**src/hdl/cme_pkg.sv**
```systemverilog
// shared types, codes and character constants of the card machine executor
`default_nettype none

package cme_pkg;

  // stream widths
  localparam int unsigned IN_TDATA_W  = 40;
  localparam int unsigned OUT_TDATA_W = 40;
  localparam int unsigned LIMIT_W     = 14;

  localparam logic [LIMIT_W-1:0] LIMIT_MAX = 14'h3FFF;

  // item functions
  localparam logic [1:0] FUNC_START = 2'd0;
  localparam logic [1:0] FUNC_WRITE = 2'd1;
  localparam logic [1:0] FUNC_STEP  = 2'd2;

  // result kinds
  localparam logic [2:0] KIND_DONE   = 3'd0;
  localparam logic [2:0] KIND_CARD   = 3'd1;
  localparam logic [2:0] KIND_PRINT  = 3'd2;
  localparam logic [2:0] KIND_HALT   = 3'd3;
  localparam logic [2:0] KIND_TIME   = 3'd4;
  localparam logic [2:0] KIND_LINE   = 3'd5;
  localparam logic [2:0] KIND_OPERR  = 3'd6;
  localparam logic [2:0] KIND_HALTED = 3'd7;

  // configuration register indexes
  localparam logic CFG_TIME_LIMIT = 1'b0;
  localparam logic CFG_LINE_LIMIT = 1'b1;

  // characters
  localparam logic [7:0] CH_B     = 8'h42;
  localparam logic [7:0] CH_C     = 8'h43;
  localparam logic [7:0] CH_D     = 8'h44;
  localparam logic [7:0] CH_G     = 8'h47;
  localparam logic [7:0] CH_H     = 8'h48;
  localparam logic [7:0] CH_L     = 8'h4C;
  localparam logic [7:0] CH_P     = 8'h50;
  localparam logic [7:0] CH_R     = 8'h52;
  localparam logic [7:0] CH_S     = 8'h53;
  localparam logic [7:0] CH_T     = 8'h54;
  localparam logic [7:0] CH_DASH  = 8'h2D;
  localparam logic [7:0] CH_ZERO  = 8'h30;
  localparam logic [7:0] CH_NINE  = 8'h39;
  localparam logic [7:0] CH_SPACE = 8'h20;
  localparam logic [31:0] DASHES  = {4{CH_DASH}};

  typedef enum logic [2:0] {
    OP_H,
    OP_GD,
    OP_PD,
    OP_LR,
    OP_SR,
    OP_CR,
    OP_BT,
    OP_BAD
  } op_e;

  // controller to datapath
  typedef struct packed {
    logic       accept;
    logic       opnd_load;
    logic       clear_job;
    logic       mem_wr_in;
    logic       sr_write;
    logic       set_halt;
    logic       ic_inc;
    logic       ic_jump;
    logic       time_inc;
    logic       line_inc;
    logic       r_load;
    logic       ct_load;
    logic       rd_opnd;
    logic       rd_print;
    logic       pidx_clr;
    logic       pidx_inc;
    logic       res_load;
    logic [2:0] res_kind;
    logic       res_card;
    logic       out_single;
    logic       out_saved;
    logic       out_print;
  } cmd_t;

  // datapath to controller
  typedef struct packed {
    logic [1:0] func;
    logic       halted;
    logic       time_hit;
    logic       time_hit_next;
    logic       line_over_next;
    logic       ic_oob;
    op_e        op;
    logic       opnd_ok;
    logic       ctog;
    logic       out_free;
    logic       print_last;
  } status_t;

endpackage

`default_nettype wire

```
**src/hdl/cme_ctrl.sv**
```systemverilog
// controller: item sequencing and instruction decode decisions
`default_nettype none

module cme_ctrl
  import cme_pkg::*;
(
  input  wire logic    clk_i,
  input  wire logic    rst_ni,
  input  wire logic    in_valid_i,
  output logic         in_ready_o,
  input  wire status_t status_i,
  output cmd_t         cmd_o
);

  localparam logic [2:0] S_IDLE   = 3'd0;
  localparam logic [2:0] S_DECODE = 3'd1;
  localparam logic [2:0] S_LOAD   = 3'd2;
  localparam logic [2:0] S_COMP   = 3'd3;
  localparam logic [2:0] S_EMIT   = 3'd4;
  localparam logic [2:0] S_PRD    = 3'd5;
  localparam logic [2:0] S_PWR    = 3'd6;

  logic [2:0] state_q, state_d;
  logic       single;
  logic [2:0] kind;

  assign in_ready_o = (state_q == S_IDLE);

  always_comb begin
    state_d = state_q;
    cmd_o   = '0;
    single  = 1'b0;
    kind    = KIND_DONE;
    unique case (state_q)
      S_IDLE: begin
        if (in_valid_i) begin
          cmd_o.accept = 1'b1;
          state_d      = S_DECODE;
        end
      end
      S_DECODE: begin
        cmd_o.opnd_load = 1'b1;
        single          = 1'b1;
        case (status_i.func)
          FUNC_START: cmd_o.clear_job = 1'b1;
          FUNC_WRITE: cmd_o.mem_wr_in = 1'b1;
          FUNC_STEP: begin
            if (status_i.halted) begin
              kind = KIND_HALTED;
            end else if (status_i.time_hit) begin
              cmd_o.set_halt = 1'b1;
              kind           = KIND_TIME;
            end else if (status_i.ic_oob) begin
              cmd_o.set_halt = 1'b1;
              kind           = KIND_OPERR;
            end else if (status_i.op == OP_H) begin
              cmd_o.ic_inc   = 1'b1;
              cmd_o.set_halt = 1'b1;
              kind           = KIND_HALT;
            end else if (status_i.op == OP_BAD || !status_i.opnd_ok) begin
              cmd_o.set_halt = 1'b1;
              kind           = KIND_OPERR;
            end else begin
              cmd_o.time_inc = 1'b1;
              unique case (status_i.op)
                OP_BT: begin
                  cmd_o.ic_jump = status_i.ctog;
                  cmd_o.ic_inc  = !status_i.ctog;
                end
                OP_GD: begin
                  cmd_o.ic_inc = 1'b1;
                  if (status_i.time_hit_next) begin
                    cmd_o.set_halt = 1'b1;
                    kind           = KIND_TIME;
                  end else begin
                    kind           = KIND_CARD;
                    cmd_o.res_card = 1'b1;
                  end
                end
                OP_PD: begin
                  cmd_o.ic_inc = 1'b1;
                  if (status_i.time_hit_next) begin
                    cmd_o.set_halt = 1'b1;
                    kind           = KIND_TIME;
                  end else begin
                    cmd_o.line_inc = 1'b1;
                    if (status_i.line_over_next) begin
                      cmd_o.set_halt = 1'b1;
                      kind           = KIND_LINE;
                    end else begin
                      single         = 1'b0;
                      cmd_o.pidx_clr = 1'b1;
                      state_d        = S_PRD;
                    end
                  end
                end
                OP_LR: begin
                  cmd_o.ic_inc  = 1'b1;
                  cmd_o.rd_opnd = 1'b1;
                  single        = 1'b0;
                  state_d       = S_LOAD;
                end
                OP_CR: begin
                  cmd_o.ic_inc  = 1'b1;
                  cmd_o.rd_opnd = 1'b1;
                  single        = 1'b0;
                  state_d       = S_COMP;
                end
                OP_SR: begin
                  cmd_o.ic_inc   = 1'b1;
                  cmd_o.sr_write = 1'b1;
                end
                default: ;
              endcase
            end
          end
          default: ;
        endcase
      end
      S_LOAD: begin
        cmd_o.r_load = 1'b1;
        single       = 1'b1;
      end
      S_COMP: begin
        cmd_o.ct_load = 1'b1;
        single        = 1'b1;
      end
      S_EMIT: begin
        if (status_i.out_free) begin
          cmd_o.out_saved = 1'b1;
          state_d         = S_IDLE;
        end
      end
      S_PRD: begin
        cmd_o.rd_print = 1'b1;
        state_d        = S_PWR;
      end
      S_PWR: begin
        if (status_i.out_free) begin
          cmd_o.out_print = 1'b1;
          if (status_i.print_last) begin
            state_d = S_IDLE;
          end else begin
            cmd_o.pidx_inc = 1'b1;
            state_d        = S_PRD;
          end
        end
      end
      default: state_d = S_IDLE;
    endcase

    // single result: straight to the output register, or park it
    if (single) begin
      cmd_o.res_kind = kind;
      cmd_o.res_load = 1'b1;
      if (status_i.out_free) begin
        cmd_o.out_single = 1'b1;
        state_d          = S_IDLE;
      end else begin
        state_d = S_EMIT;
      end
    end
  end

  always_ff @(posedge clk_i or negedge rst_ni) begin
    if (!rst_ni) begin
      state_q <= S_IDLE;
    end else begin
      state_q <= state_d;
    end
  end

endmodule

`default_nettype wire

```
**config.mk**
```make
export PLATFORM = sky130hd
export DESIGN_NAME = cme_ctrl
export DESIGN_NICKNAME = d
export VERILOG_FILES = /design/src/hdl/cme_pkg.sv /design/src/hdl/cme_ctrl.sv
export SDC_FILE = /design/constraint.sdc
export NUM_CORES = 1
export LEC_CHECK = 0
export ABC_AREA = 1
export BUFFER_PORTS_ARGS = -buffer_cell sky130_fd_sc_hd__buf_2
export CAP_MARGIN = 20
export CORE_MARGIN = 2
export CORE_UTILIZATION = 43
export CTS_BUF_LIST = sky130_fd_sc_hd__clkbuf_16
export DETAILED_ROUTE_END_ITERATION = 10
export PLACE_DENSITY_LB_ADDON = 0.12
export RECOVER_POWER = 100
export SLEW_MARGIN = 0
export SYNTH_ARGS = -nofsm -noshare
export SYNTH_HDL_FRONTEND = slang
export SYNTH_SLANG_ARGS = --single-unit
```
**constraint.sdc**
```tcl
create_clock -name clk_i -period 1.8 [get_ports clk_i]
set_input_delay 0.45 -clock clk_i [delete_from_list [all_inputs] [get_ports clk_i]]
set_output_delay 0.45 -clock clk_i [all_outputs]
set_load 0.03 [all_outputs]
```
==> results of run 1 <==
stage by stage:
stage	cells	utilization, %	setup WS, ns	TNS, ns	instance area [sq um]
floorplan	127	-	-0.142	-1.35	808
global placement	212	80.9	-0.221	-1.66	1230
detailed placement	212	80.9	-0.251	-2.09	1230
cells in the mapped netlist:
cell type,instances
buf_6,3
inv_2,7
nand3_1,12
nand4_1,3
nand2_2,4
nor2_1,17
o21ai_0,1
dfrtp_1,3
nand2_1,28
nor3_2,3
nor2_2,3
inv_1,18
o211ai_1,1
inv_4,1
nand3_2,2
a21oi_1,4
nor3_1,7
clkinv_1,1
nor4_1,2
buf_4,1
nand2_4,2
a211oi_1,1
o21ai_1,1
nor2_4,2
logic make-up after synthesis:
family,after synthesis,share of synthesized area [%]
AO/OA/AOI/OAI,8,6.44
buffers and inverters,31,20.8
AND/OR/NAND/NOR,85,62.1
flip-flops,3,10.7
==> results.cfg, run 1 <==
[outcome]
run_status = did not finish
failing_step = 4_1_cts
firstError = [ERROR DPL-0038] Utilization greater than 100%, impossible to legalize

[floorplan]
num_rows = 14
initial_core_util_pct = 45.9
die_w_um = 44.3
die_h_um = 44.3
num_io_pins = 42

[synth]
synth_cell_types = 24
synth-seq-cells = 3
syn_avg_cell_area_sq_um = 5.51
seq_area_frac_synth_pct = 10.7
synth-warning-count = 0
yosysTopAreaCell = nand2_1
synth_area_leaders = nand2_1 (15%), dfrtp_1 (11%), inv_1 (9.7%)
syn_nets = 144
synth.top_cell.area_share_pct = 15.0
synth_cells = 127
syn_area_sq_um = 699

[placed_design]
place_congestion = 0.831
dp_hpwl_um = 1820
io_buffers = 41

[cts]
post_cts_buffers = 6
clockRootBuffer = clkbuf_16
htreeDepth = 1
cts_buffers = 3
cts.path.max_buffers = 2
cts.sinks = 3
cts_hold_buf = 0
post_cts_resize_count = 60
==> run 2: changes to the inputs <==
--- a/config.mk
+++ b/config.mk
@@ -8,11 +8,10 @@
 export ABC_AREA = 1
 export BUFFER_PORTS_ARGS = -buffer_cell sky130_fd_sc_hd__buf_2
 export CAP_MARGIN = 20
-export CORE_MARGIN = 2
-export CORE_UTILIZATION = 43
-export CTS_BUF_LIST = sky130_fd_sc_hd__clkbuf_16
+export CORE_AREA = 2 2 63 65
 export DETAILED_ROUTE_END_ITERATION = 10
-export PLACE_DENSITY_LB_ADDON = 0.12
+export DIE_AREA = 0 0 65 67
+export PLACE_DENSITY_LB_ADDON = 0.15
 export RECOVER_POWER = 100
 export SLEW_MARGIN = 0
 export SYNTH_ARGS = -nofsm -noshare
==> run 2 against run 1 <==
  * The flow now finishes, with violations (negative setup slack)
  * Synthesized area did not move
  * Synthesized cell count did not move
==> results.cfg, run 2 <==
[placed_design]
dp_cells = 246
place_congestion = 0.819
io_buffers = 41
dp_hpwl_um = 2060

[synth]
synth_area_leaders = nand2_1 (15%), dfrtp_1 (11%), inv_1 (9.7%)
yosysTopAreaCell = nand2_1
seq_area_frac_synth_pct = 10.7
synth_cells = 127
yosysMostFrequentCell = nand2_1
synthTopCellsByCount = nand2_1 (28), inv_1 (18), nor2_1 (17)
synth-warning-count = 0
syn_area_sq_um = 699
synth.top_cell.area_share_pct = 15.0
syn_nets = 144
syn_avg_cell_area_sq_um = 5.51
synth_edf_count = 0
synth_flop_cell = dfrtp_1
synth-seq-cells = 3
synthArstFlopShare_pct = 100
synth_cell_types = 24

[route]
wire_per_inst_um = 10.2
drt_iter0_markers = 11
num_vias = 1059
viasPerCell = 4.10
drc = 0
drtPass1Iterations = 4
drt_wl_total_um = 2630
postRouteAntennaNets = 0

[floorplan]
num_rows = 22
num_io_pins = 42
die_area_sq_um = 4360
die_h_um = 67
die_w_um = 65
core_area_sq_um = 3610
initial_core_util_pct = 19.4

[cts]
clockRootBuffer = clkbuf_8
htreeDepth = 1
cts_tree = yes
cts_buffers = 3
cts_hold_buf = 0
clock_latency_ns = 0.22
cts.clk_slew.worst_paths_ns = 0.03
cts.sinks = 3
cts.path.max_buffers = 2

[pwr]
power.switching_uw = 706
pwr-share-clk_pct = 14.2
power_uw = 1390
swShare_pct = 50.9
ir_drop_mv = 0.231
internal_power_uw = 680
powerDensity_nw_per_um2 = 839
seq_power_share_pct = 9.2
p_leak_uw = 0.000876
p_comb_share_pct = 76.6

[global_route]
grt_max_degree = 9
grt_pass1_vias = 1024
grt_pass1_wl_um = 4280
grt_overflow_total = 0
grt_util_all_layers_pct = 12.5
antenna_found_initial = 0

[timing]
clock_skew_ns = 0.00187
worstMarginPinSlew_ns = 0.247
rsz0062_at_grt = yes
setup_violations = 16
hold_viol_final = 0
slew_headroom_pct = 83.4
fmax_mhz = 522
finalCritPeriodShare_pct = 106
fin_ws_ns = -0.115
setup_tns_ns = -0.978
report.final.slew_viol_count = 0
post-route-min-period_ns = 1.91

[cells_and_area]
top_register = state_q
fillers = 389
antenna_cells = 0
stdcell_count = 258
layout.nets = 228
largest_registers = state_q (3)
area_delta_synth_final_pct = 136
final_common_cell = buf_4
fin_util_pct = 45.8
largest_reg_flops = 3
drive_gt1_share_pct = 67.6
final_cell_mix = buf_4 (43), nand2_1 (21), buf_2 (15), buf_6 (15), inv_1 (14)

[critical_path]
worstSetupStartpointType = flop
max_stage_delay_ns = 0.38
cp_num_buf_inv = 4
worst_setup_path_end_kind = primary output
critPathSlowestCell = dfrtp_1
path_max_fanout = 5
critical_path_required_ns = 1.35
cp_top_family = buffers and inverters
worst_ep_arrival_time_ns = 1.46
path_cells = inv_2 > nand2_4 > nor2_4 > inv_1 > buf_4 > nor3_4 > buf_6
critical_path_class = reg -> out

[outcome]
violations = negative setup slack
run_status = complete, but fails checks

[worst_hold_path]
hold_path.class = in -> async

[run]
maxCapViolations = 0
[run 2: cell counts after synthesis]
Identical to the previous run, type by type.
[run 2: timing repair]
action / 4_1_cts / 5_1_grt
resized for setup: 47 / 34
setup buffers: 4 / 4
gates cloned: 0 / 0
endpoints found under the setup margin: 16 / 19
pin swaps: 6 / 8
[run 2: path summary, 6_finish.rpt]
kind                              from         end  slack (ns)  cells after the start
setup reg to reg            state_q[0]  state_q[2]        0.45                     10
min in group clk_i         status_i[1]  state_q[2]        0.61                      5
setup / recovery            state_q[1]   cmd_o[21]       -0.11                      7
max in group asynchronous       rst_ni  state_q[2]        1.61                      1
hold / removal                  rst_ni  state_q[0]        0.03                      1
hold reg to reg             state_q[1]  state_q[1]        0.78                      4
[run 2: kinds of logic (layout without fill, tap and decap cells)]
family / after synthesis / after routing / synth area share, %
AO/OA/AOI/OAI: 8 / 8 / 6.44
buffers and inverters: 31 / 114 / 20.8
flip-flops: 3 / 3 / 10.7
AND/OR/NAND/NOR: 85 / 85 / 62.1
[run 2: cell type report]
cell class | count | area, sq um | share of cell area (%)
inverter | 27 | 109 | 6.59
clock buffer | 4 | 45.0 | 2.73
sequential | 3 | 75.1 | 4.54
tap | 48 | 60.1 | 3.63
timing repair buffer | 83 | 659 | 39.9
multi-input combinational | 93 | 704 | 42.6
[run 2: layer usage]
metal	up-vias	global-route usage [%]	part of all wire, %
li1	568	-	-
met2	21	21.5	53
met3	4	1.52	3.7
met4	0	4.79	1.3
met5	-	0	0
met1	466	15.8	42
[run 2: stage by stage]
stage          setup slack (ns)  hold WS (ns)  area (sq um)
6_report                 -0.115        0.0311          1650
2_1_floorplan            -0.142         0.154           808
3_3_place_gp             -0.209         0.245          1290
4_1_cts                  -0.125        0.0181          1510
3_5_place_dp             -0.220         0.249          1290
5_1_grt                  -0.179        0.0529          1650
[run 2: power groups by stage]
stage / clock [uW] / sequential, uW / combinational [uW]
2_1_floorplan: 0 / 136 / 597
3_3_place_gp: 0 / 123 / 933
3_5_place_dp: 0 / 123 / 935
4_1_cts: 203 / 129 / 1030
5_1_grt: 209 / 131 / 1150
6_report: 197 / 128 / 1060
No activity file was read; power rests on OpenSTA's default activity.
